[src/hw/rtl/rtlp_pkg.sv]
// shared types and character constants for the radar text line parser
`default_nettype none

package rtlp_pkg;

  localparam int unsigned RANGE_W = 17;

  typedef logic [7:0]                byte_t;
  typedef logic signed [RANGE_W-1:0] range_t;

  localparam byte_t CHAR_CR    = 8'h0D;
  localparam byte_t CHAR_LF    = 8'h0A;
  localparam byte_t CHAR_O     = 8'h4F;
  localparam byte_t CHAR_F     = 8'h46;
  localparam byte_t CHAR_N     = 8'h4E;
  localparam byte_t CHAR_R     = 8'h52;
  localparam byte_t CHAR_A     = 8'h61;
  localparam byte_t CHAR_LOW_N = 8'h6E;
  localparam byte_t CHAR_G     = 8'h67;
  localparam byte_t CHAR_E     = 8'h65;
  localparam byte_t CHAR_SPACE = 8'h20;
  localparam byte_t CHAR_ZERO  = 8'h30;
  localparam byte_t CHAR_NINE  = 8'h39;

  localparam int unsigned PREFIX_LEN = 6;
  localparam range_t      RANGE_NONE = '1;

  // expected byte of the "Range " prefix at a given position
  function automatic byte_t range_prefix_char(input logic [2:0] pos);
    byte_t c;
    unique case (pos)
      3'd0:    c = CHAR_R;
      3'd1:    c = CHAR_A;
      3'd2:    c = CHAR_LOW_N;
      3'd3:    c = CHAR_G;
      3'd4:    c = CHAR_E;
      3'd5:    c = CHAR_SPACE;
      default: c = CHAR_SPACE;
    endcase
    return c;
  endfunction

endpackage

`default_nettype wire

[src/hw/rtl/rtlp_in_if.sv]
// received byte channel
`default_nettype none

interface rtlp_in_if;
  import rtlp_pkg::*;

  logic  valid;
  logic  ready;
  byte_t rx_byte;

  modport source (output valid, output rx_byte, input ready);
  modport sink (input valid, input rx_byte, output ready);
endinterface

`default_nettype wire

[src/hw/rtl/rtlp_out_if.sv]
// parser status channel
`default_nettype none

interface rtlp_out_if;
  import rtlp_pkg::*;

  logic   valid;
  logic   ready;
  logic   presence;
  range_t range_value;
  logic   line_parsed;

  modport source (output valid, output presence, output range_value, output line_parsed,
                  input ready);
  modport sink (input valid, input presence, input range_value, input line_parsed,
                output ready);
endinterface

`default_nettype wire

[src/hw/rtl/radar_text_line_parser.sv]
// radar text line parser top level
//
//   channel   dir   payload                                 handshake
//   in_i      in    rx_byte                                 valid / ready
//   out_o     out   presence, range_value, line_parsed      valid / ready
//
// one status item per received byte, one byte per cycle sustained while out_o is ready
// registered path: input register, then parse logic into the status register
// the line state advances only when an item moves from input to status register
// a stalled status register holds its item while an empty input register still takes one
// reset clears line state, presence 0, range all ones
`default_nettype none

module radar_text_line_parser #(
  parameter int unsigned LINE_CAPACITY = 24,
  parameter int unsigned RANGE_BITS    = 16
) (
  input  wire logic clk_i,
  input  wire logic rst_ni,
  rtlp_in_if.sink   in_i,
  rtlp_out_if.source out_o
);
  import rtlp_pkg::*;

  localparam int unsigned CNT_W  = $clog2(LINE_CAPACITY);
  localparam int unsigned PROD_W = RANGE_BITS + 4;
  localparam int unsigned EXT_W  = (RANGE_BITS > RANGE_W) ? RANGE_BITS : RANGE_W;
  localparam logic [CNT_W-1:0] CNT_LAST = CNT_W'(LINE_CAPACITY - 1);
  localparam logic [CNT_W-1:0] CNT_PREFIX = CNT_W'(PREFIX_LEN);

  // input register
  logic  in_valid_q;
  byte_t byte_q;

  // status register
  logic   out_valid_q;
  logic   presence_out_q;
  range_t range_out_q;
  logic   parsed_out_q;

  // line state
  logic [CNT_W-1:0]      count_q, count_d;
  logic                  off_q, off_d;
  logic                  on_q, on_d;
  logic                  prefix_q, prefix_d;
  logic                  run_open_q, run_open_d;
  logic                  digit_seen_q, digit_seen_d;
  logic [RANGE_BITS-1:0] accum_q, accum_d;
  logic                  presence_q, presence_d;
  range_t                range_q, range_d;
  logic                  parsed_d;

  logic                  advance;
  logic                  is_eol;
  logic                  is_digit;
  logic [PROD_W-1:0]     prod;
  logic [EXT_W-1:0]      accum_ext;

  assign advance   = in_valid_q && (!out_valid_q || out_o.ready);
  assign in_i.ready = !in_valid_q || advance;

  assign is_eol    = (byte_q == CHAR_CR) || (byte_q == CHAR_LF);
  assign is_digit  = (byte_q >= CHAR_ZERO) && (byte_q <= CHAR_NINE);
  assign prod      = PROD_W'({accum_q, 3'b000}) + PROD_W'({accum_q, 1'b0})
                   + PROD_W'(byte_q[3:0]);
  assign accum_ext = EXT_W'(accum_q);

  always_comb begin
    count_d      = count_q;
    off_d        = off_q;
    on_d         = on_q;
    prefix_d     = prefix_q;
    run_open_d   = run_open_q;
    digit_seen_d = digit_seen_q;
    accum_d      = accum_q;
    presence_d   = presence_q;
    range_d      = range_q;
    parsed_d     = 1'b0;

    if (is_eol || count_q >= CNT_LAST) begin
      // end of line or overflow: finish if non-empty eol, then restart the line
      if (is_eol && count_q != '0) begin
        parsed_d = 1'b1;
        if (off_q && count_q >= CNT_W'(3)) begin
          presence_d = 1'b0;
          range_d    = RANGE_NONE;
        end else if (on_q && count_q >= CNT_W'(2)) begin
          presence_d = 1'b1;
        end else if (prefix_q && digit_seen_q) begin
          range_d    = accum_ext[RANGE_W-1:0];
          presence_d = 1'b1;
        end
      end
      count_d      = '0;
      off_d        = 1'b0;
      on_d         = 1'b0;
      prefix_d     = 1'b0;
      run_open_d   = 1'b0;
      digit_seen_d = 1'b0;
      accum_d      = '0;
    end else begin
      count_d = count_q + CNT_W'(1);
      if (count_q == '0) begin
        off_d        = (byte_q == CHAR_O);
        on_d         = (byte_q == CHAR_O);
        prefix_d     = (byte_q == CHAR_R);
        run_open_d   = 1'b1;
        digit_seen_d = 1'b0;
        accum_d      = '0;
      end else if (count_q < CNT_PREFIX) begin
        if (count_q == CNT_W'(1)) begin
          off_d = off_q && (byte_q == CHAR_F);
          on_d  = on_q && (byte_q == CHAR_N);
        end else if (count_q == CNT_W'(2)) begin
          off_d = off_q && (byte_q == CHAR_F);
        end
        prefix_d = prefix_q && (byte_q == range_prefix_char(count_q[2:0]));
      end else if (prefix_q && run_open_q) begin
        if (is_digit) begin
          digit_seen_d = 1'b1;
          // saturate when the product spills past the range width
          if (prod[PROD_W-1:RANGE_BITS] != '0) begin
            accum_d = '1;
          end else begin
            accum_d = prod[RANGE_BITS-1:0];
          end
        end else begin
          run_open_d = 1'b0;
        end
      end
    end
  end

  always_ff @(posedge clk_i or negedge rst_ni) begin
    if (!rst_ni) begin
      in_valid_q   <= 1'b0;
      out_valid_q  <= 1'b0;
      count_q      <= '0;
      off_q        <= 1'b0;
      on_q         <= 1'b0;
      prefix_q     <= 1'b0;
      run_open_q   <= 1'b0;
      digit_seen_q <= 1'b0;
      accum_q      <= '0;
      presence_q   <= 1'b0;
      range_q      <= RANGE_NONE;
    end else begin
      if (in_i.ready) begin
        in_valid_q <= in_i.valid;
      end
      if (advance) begin
        out_valid_q  <= 1'b1;
        count_q      <= count_d;
        off_q        <= off_d;
        on_q         <= on_d;
        prefix_q     <= prefix_d;
        run_open_q   <= run_open_d;
        digit_seen_q <= digit_seen_d;
        accum_q      <= accum_d;
        presence_q   <= presence_d;
        range_q      <= range_d;
      end else if (out_o.ready) begin
        out_valid_q <= 1'b0;
      end
    end
  end

  always_ff @(posedge clk_i) begin
    if (in_i.valid && in_i.ready) begin
      byte_q <= in_i.rx_byte;
    end
    if (advance) begin
      presence_out_q <= presence_d;
      range_out_q    <= range_d;
      parsed_out_q   <= parsed_d;
    end
  end

  assign out_o.valid       = out_valid_q;
  assign out_o.presence    = presence_out_q;
  assign out_o.range_value = range_out_q;
  assign out_o.line_parsed = parsed_out_q;

`ifndef SYNTHESIS
  a_count_bound : assert property (@(posedge clk_i) disable iff (!rst_ni)
    count_q <= CNT_LAST)
    else $error("line count beyond capacity");

  a_absent_no_range : assert property (@(posedge clk_i) disable iff (!rst_ni)
    !presence_q |-> range_q == RANGE_NONE)
    else $error("range held while no target present");

  a_digit_needs_prefix : assert property (@(posedge clk_i) disable iff (!rst_ni)
    digit_seen_q |-> prefix_q)
    else $error("digit seen without range prefix");

  a_input_held : assert property (@(posedge clk_i) disable iff (!rst_ni)
    in_valid_q && !advance |=> in_valid_q && $stable(byte_q))
    else $error("input register lost a stalled item");
`endif

endmodule

`default_nettype wire
[src/flat_wrapper.sv]
// flat-port wrapper written by rule: the top's interface ports become plain ports
module radar_text_line_parser_flat import rtlp_pkg::*;
#(
  parameter int unsigned LINE_CAPACITY = 24,
  parameter int unsigned RANGE_BITS    = 16
)
  (clk_i, rst_ni, in_i_valid, in_i_rx_byte, in_i_ready, out_o_valid, out_o_presence, out_o_range_value, out_o_line_parsed, out_o_ready);
  rtlp_in_if in_i_i ();
  rtlp_out_if out_o_i ();
  input  wire logic clk_i;
  input  wire logic rst_ni;
  input wire logic [$bits(in_i_i.valid)-1:0] in_i_valid;
  input wire logic [$bits(in_i_i.rx_byte)-1:0] in_i_rx_byte;
  output wire logic [$bits(in_i_i.ready)-1:0] in_i_ready;
  output wire logic [$bits(out_o_i.valid)-1:0] out_o_valid;
  output wire logic [$bits(out_o_i.presence)-1:0] out_o_presence;
  output wire logic [$bits(out_o_i.range_value)-1:0] out_o_range_value;
  output wire logic [$bits(out_o_i.line_parsed)-1:0] out_o_line_parsed;
  input wire logic [$bits(out_o_i.ready)-1:0] out_o_ready;
  assign in_i_i.valid = in_i_valid;
  assign in_i_i.rx_byte = in_i_rx_byte;
  assign in_i_ready = in_i_i.ready;
  assign out_o_valid = out_o_i.valid;
  assign out_o_presence = out_o_i.presence;
  assign out_o_range_value = out_o_i.range_value;
  assign out_o_line_parsed = out_o_i.line_parsed;
  assign out_o_i.ready = out_o_ready;
  radar_text_line_parser #(.LINE_CAPACITY(LINE_CAPACITY), .RANGE_BITS(RANGE_BITS)) u_core (.clk_i(clk_i), .rst_ni(rst_ni), .in_i(in_i_i), .out_o(out_o_i));
endmodule
[config.mk]
export PLATFORM = sky130hd
export DESIGN_NAME = radar_text_line_parser_flat
export DESIGN_NICKNAME = d
export VERILOG_FILES = /design/src/hw/rtl/rtlp_pkg.sv /design/src/hw/rtl/rtlp_in_if.sv /design/src/hw/rtl/rtlp_out_if.sv /design/src/hw/rtl/radar_text_line_parser.sv /design/src/flat_wrapper.sv
export SDC_FILE = /design/constraint.sdc
export NUM_CORES = 1
export LEC_CHECK = 0
export ABC_AREA = 1
export ABC_CLOCK_PERIOD_IN_PS = 3200
export BUFFER_PORTS_ARGS = -buffer_cell sky130_fd_sc_hd__buf_4
export CORE_MARGIN = 8
export CORE_UTILIZATION = 45
export CTS_CLUSTER_SIZE = 28
export DETAILED_ROUTE_END_ITERATION = 12
export SYNTH_ARGS = -nofsm -noshare
export SYNTH_HDL_FRONTEND = slang
export SYNTH_SLANG_ARGS = --single-unit
export TNS_END_PERCENT = 30
[constraint.sdc]
create_clock -name clk_i -period 3.2 [get_ports clk_i]
set_input_delay 0.48 -clock clk_i [delete_from_list [all_inputs] [get_ports clk_i]]
set_output_delay 0.48 -clock clk_i [all_outputs]
set_load 0.005 [all_outputs]
==> flow_metrics.tcl <==
set metrics [dict create \
    grt_pass1_wl_um 18300 \
    synth_ff_type "dfrtp_1" \
    fin_tns_setup_ns 0 \
    critPathBufInv 3 \
    synthAdderAreaFrac 0.100 \
    antenna_cells 0 \
    htree_levels 3 \
    critPathSlowestCell "fa_1" \
    muxShareOfSynthArea 0 \
    status "complete, no violations" \
    io_buffers 32 \
    synth_compound_area_frac 0.0528 \
    cpLargestDelayFamily "adder cells" \
    crit_arrival_ns 3.05 \
    cts.sinks 73 \
    powerDensity_nw_per_um2 738 \
    die_y_um 120 \
    syn_inst 618 \
    firstDrtPassIters 4 \
    max-vdd-ir-drop_v 0.000256 \
    place_hpwl_um 8050 \
    r2r_slack_ns 0.38 \
    rows 38 \
    fmax_mhz 355 \
    core_um2 10700 \
    cts_tree "built" \
    async_flop_share 0.630 \
    antenna_left 0 \
    leakagePower_nw 3.00 \
    drt_iter0_drc 243 \
    yosys_warnings 0 \
    vias 3983 \
    placedCellCount 782 \
    grt_pass1_vias 3835 \
    postCtsHoldBufs 0 \
    cp-end-kind "flop" \
    startpoint_type "flop" \
    synth_edf_count 27 \
    max_slew_margin 0.597 \
    area_growth_pct 10.8 \
    wl_per_cell_um 13.1 \
    start_util 0.457 \
    syn_area_per_cell_um2 7.94 \
    clk_pin_slew_ns 0.08 \
    postCtsSetupBuffers 0 \
    nNetsFinal 703 \
    finalInstanceArea_um2 5440 \
    rsz0062_at_grt "no" \
    synth-simple-area-share 0.344 \
    track_usage 0.152 \
    maxSlewViolCount 0 \
    die_x_um 120 \
    pre_cts_slack_ns 0.415 \
    synth_area_um2 4910 \
    overflow 0 \
    hold_violations 0 \
    critical_path_class "reg -> reg" \
    fin_skew_ns 0.0129 \
    synth_nets 668 \
    cp_common_cell "nand2_1" \
    cts_root_buffer "clkbuf_8" \
    synth_top_family_by_area "simple AND/OR/NAND/NOR gates" \
    max_stage_delay_ns 0.55 \
    period_minus_slack_ns 2.82 \
    synth_xor_area_frac 0.0232 \
    antenna_found_initial 0 \
    required_ns 3.43 \
    clock_latency_ns 0.35 \
    dpl_cell_area_um2 5260 \
    post-route-period-util 0.881 \
    drc 0 \
    hp-class "in -> async" \
    routabilityCongestion 0.837 \
    setup_viol 0 \
    maxCapViolCount 0 \
    synth-seq-area-share 0.404 \
    tightest_slew_ns 0.604 \
    worst_slack_ns 0.382 \
    grt_max_degree 47 \
    cp_max_fo 16 \
    ioPinCount 33 \
    synth.distinct_cells 42 \
    drt-total-wl_um 10500 \
    stdcell_count 798 \
    num-fill-cells 1058 \
    via_per_inst 4.99 \
    clockBufferDepth 2 \
    numCtsBuffers 9 \
    die_area_um2 14500 \
    layout-drive-gt1-share 0.196 \
    synth-seq-cells 73 \
    cts-resized-gates 0 \
    crit_path_cell_trace "fa_1 > inv_1 > fa_1 > inv_1 > nand2_1 > nand2_1 > nand3_1 > nand2_2 > nand2_1 > nand3_1 > nand2_1 > nor2_2 > buf_4 > nand3_1 > nand2_1 > nand2_1" \
]
[area by class of cell]
class	instances	area (um^2)	share of cell area
clock inverters	6	41.3	0.00759
flip-flops and latches	73	1980	0.365
clock buffers	10	138	0.0253
multi-input cells	460	2550	0.469
inverters	72	272	0.0499
repair buffers	37	278	0.0511
well taps	140	175	0.0322
[power by group]
part           internal (W)  total [W]  switching (W)
registers           0.00137    0.00159       0.000227
clock network      0.000303   0.000658       0.000355
logic              0.000720    0.00176        0.00104
[per-stage QoR]
stage / utilization / hold slack (ns) / total power [W]
2_1_floorplan: - / 0.184 / 0.00291
3_3_place_gp: 0.489 / 0.454 / 0.00335
3_5_place_dp: 0.489 / 0.457 / 0.00338
4_1_cts: 0.506 / 0.144 / 0.00405
5_1_grt: 0.506 / 0.173 / 0.00440
6_report: 0.506 / 0.136 / 0.00401
[logic make-up after synthesis]
group | after synthesis
AND/OR/NAND/NOR | 366
buffers and inverters | 85
flip-flops | 73
AO/OA/AOI/OAI | 43
adder cells (fa/ha/maj) | 38
XOR/XNOR | 13
[synthesized netlist by cell type, types with 4 or more instances]
library cell | number | area [um^2]
nand2_1 | 244 | 916
inv_1 | 62 | 233
nand3_1 | 44 | 220
ha_1 | 36 | 450
dfrtp_1 | 29 | 726
edfxtp_1 | 27 | 811
nor2_1 | 22 | 82.6
nand2_2 | 19 | 119
dfstp_2 | 17 | 447
a21oi_1 | 15 | 75.1
o21ai_0 | 15 | 75.1
nand3_2 | 12 | 120
inv_2 | 9 | 33.8
xor2_1 | 7 | 61.3
nor3_1 | 6 | 30.0
xnor2_1 | 6 | 52.6
buf_2 | 4 | 20.0
nor2_2 | 4 | 25.0
[sequential cells by signal, summed over array words and instances (netlist names)]
register and count:
u_core.out_o.range_value 17, u_core.range_q 17, u_core.accum_q 16, u_core.byte_q 8, u_core.count_q 5, u_core.digit_seen_q 1, u_core.in_valid_q 1, u_core.off_q 1
u_core.on_q 1, u_core.out_o.line_parsed 1, u_core.out_o.presence 1, u_core.out_o.valid 1, u_core.prefix_q 1, u_core.presence_q 1, u_core.run_open_q 1
[metal layers]
layer  global-route usage  vias up  share of wire
li1                     -     2047              -
met1                0.222     1837           0.52
met2                0.222       89           0.43
met3               0.0275       10          0.044
met4               0.0507        0          0.012
met5                    0        -              0
[placed cells by master (no fill, tap or decap), drive strengths merged, types with 2 or more instances in the layout]
cell and n:
nand3 58, dfstp 17, ha 36, inv 73, clkbuf 10, nor3 9
dfrtp 29, clkinvlp 3, o21ai 17, nor2 28, xor2 7, xnor2 6
nand2 264, a21oi 19, nand4 3, buf 37, fa 2, clkinv 2
nand3b 2, edfxtp 27, a31oi 3
[path summary, 6_finish.rpt]
path / from / to / depth (start not counted)
max: u_core.byte_q[3] / u_core.accum_q[1] / 16
min: rst_ni / u_core.accum_q[13] / 1
min reg2reg: u_core.range_q[13] / u_core.range_q[13] / 2
max reg2reg: u_core.byte_q[3] / u_core.accum_q[1] / 16
min in group clk_i: in_i_rx_byte[6] / u_core.byte_q[6] / 1
max in group asynchronous: rst_ni / u_core.accum_q[1] / 1
Power figures use the tool's default switching activity.
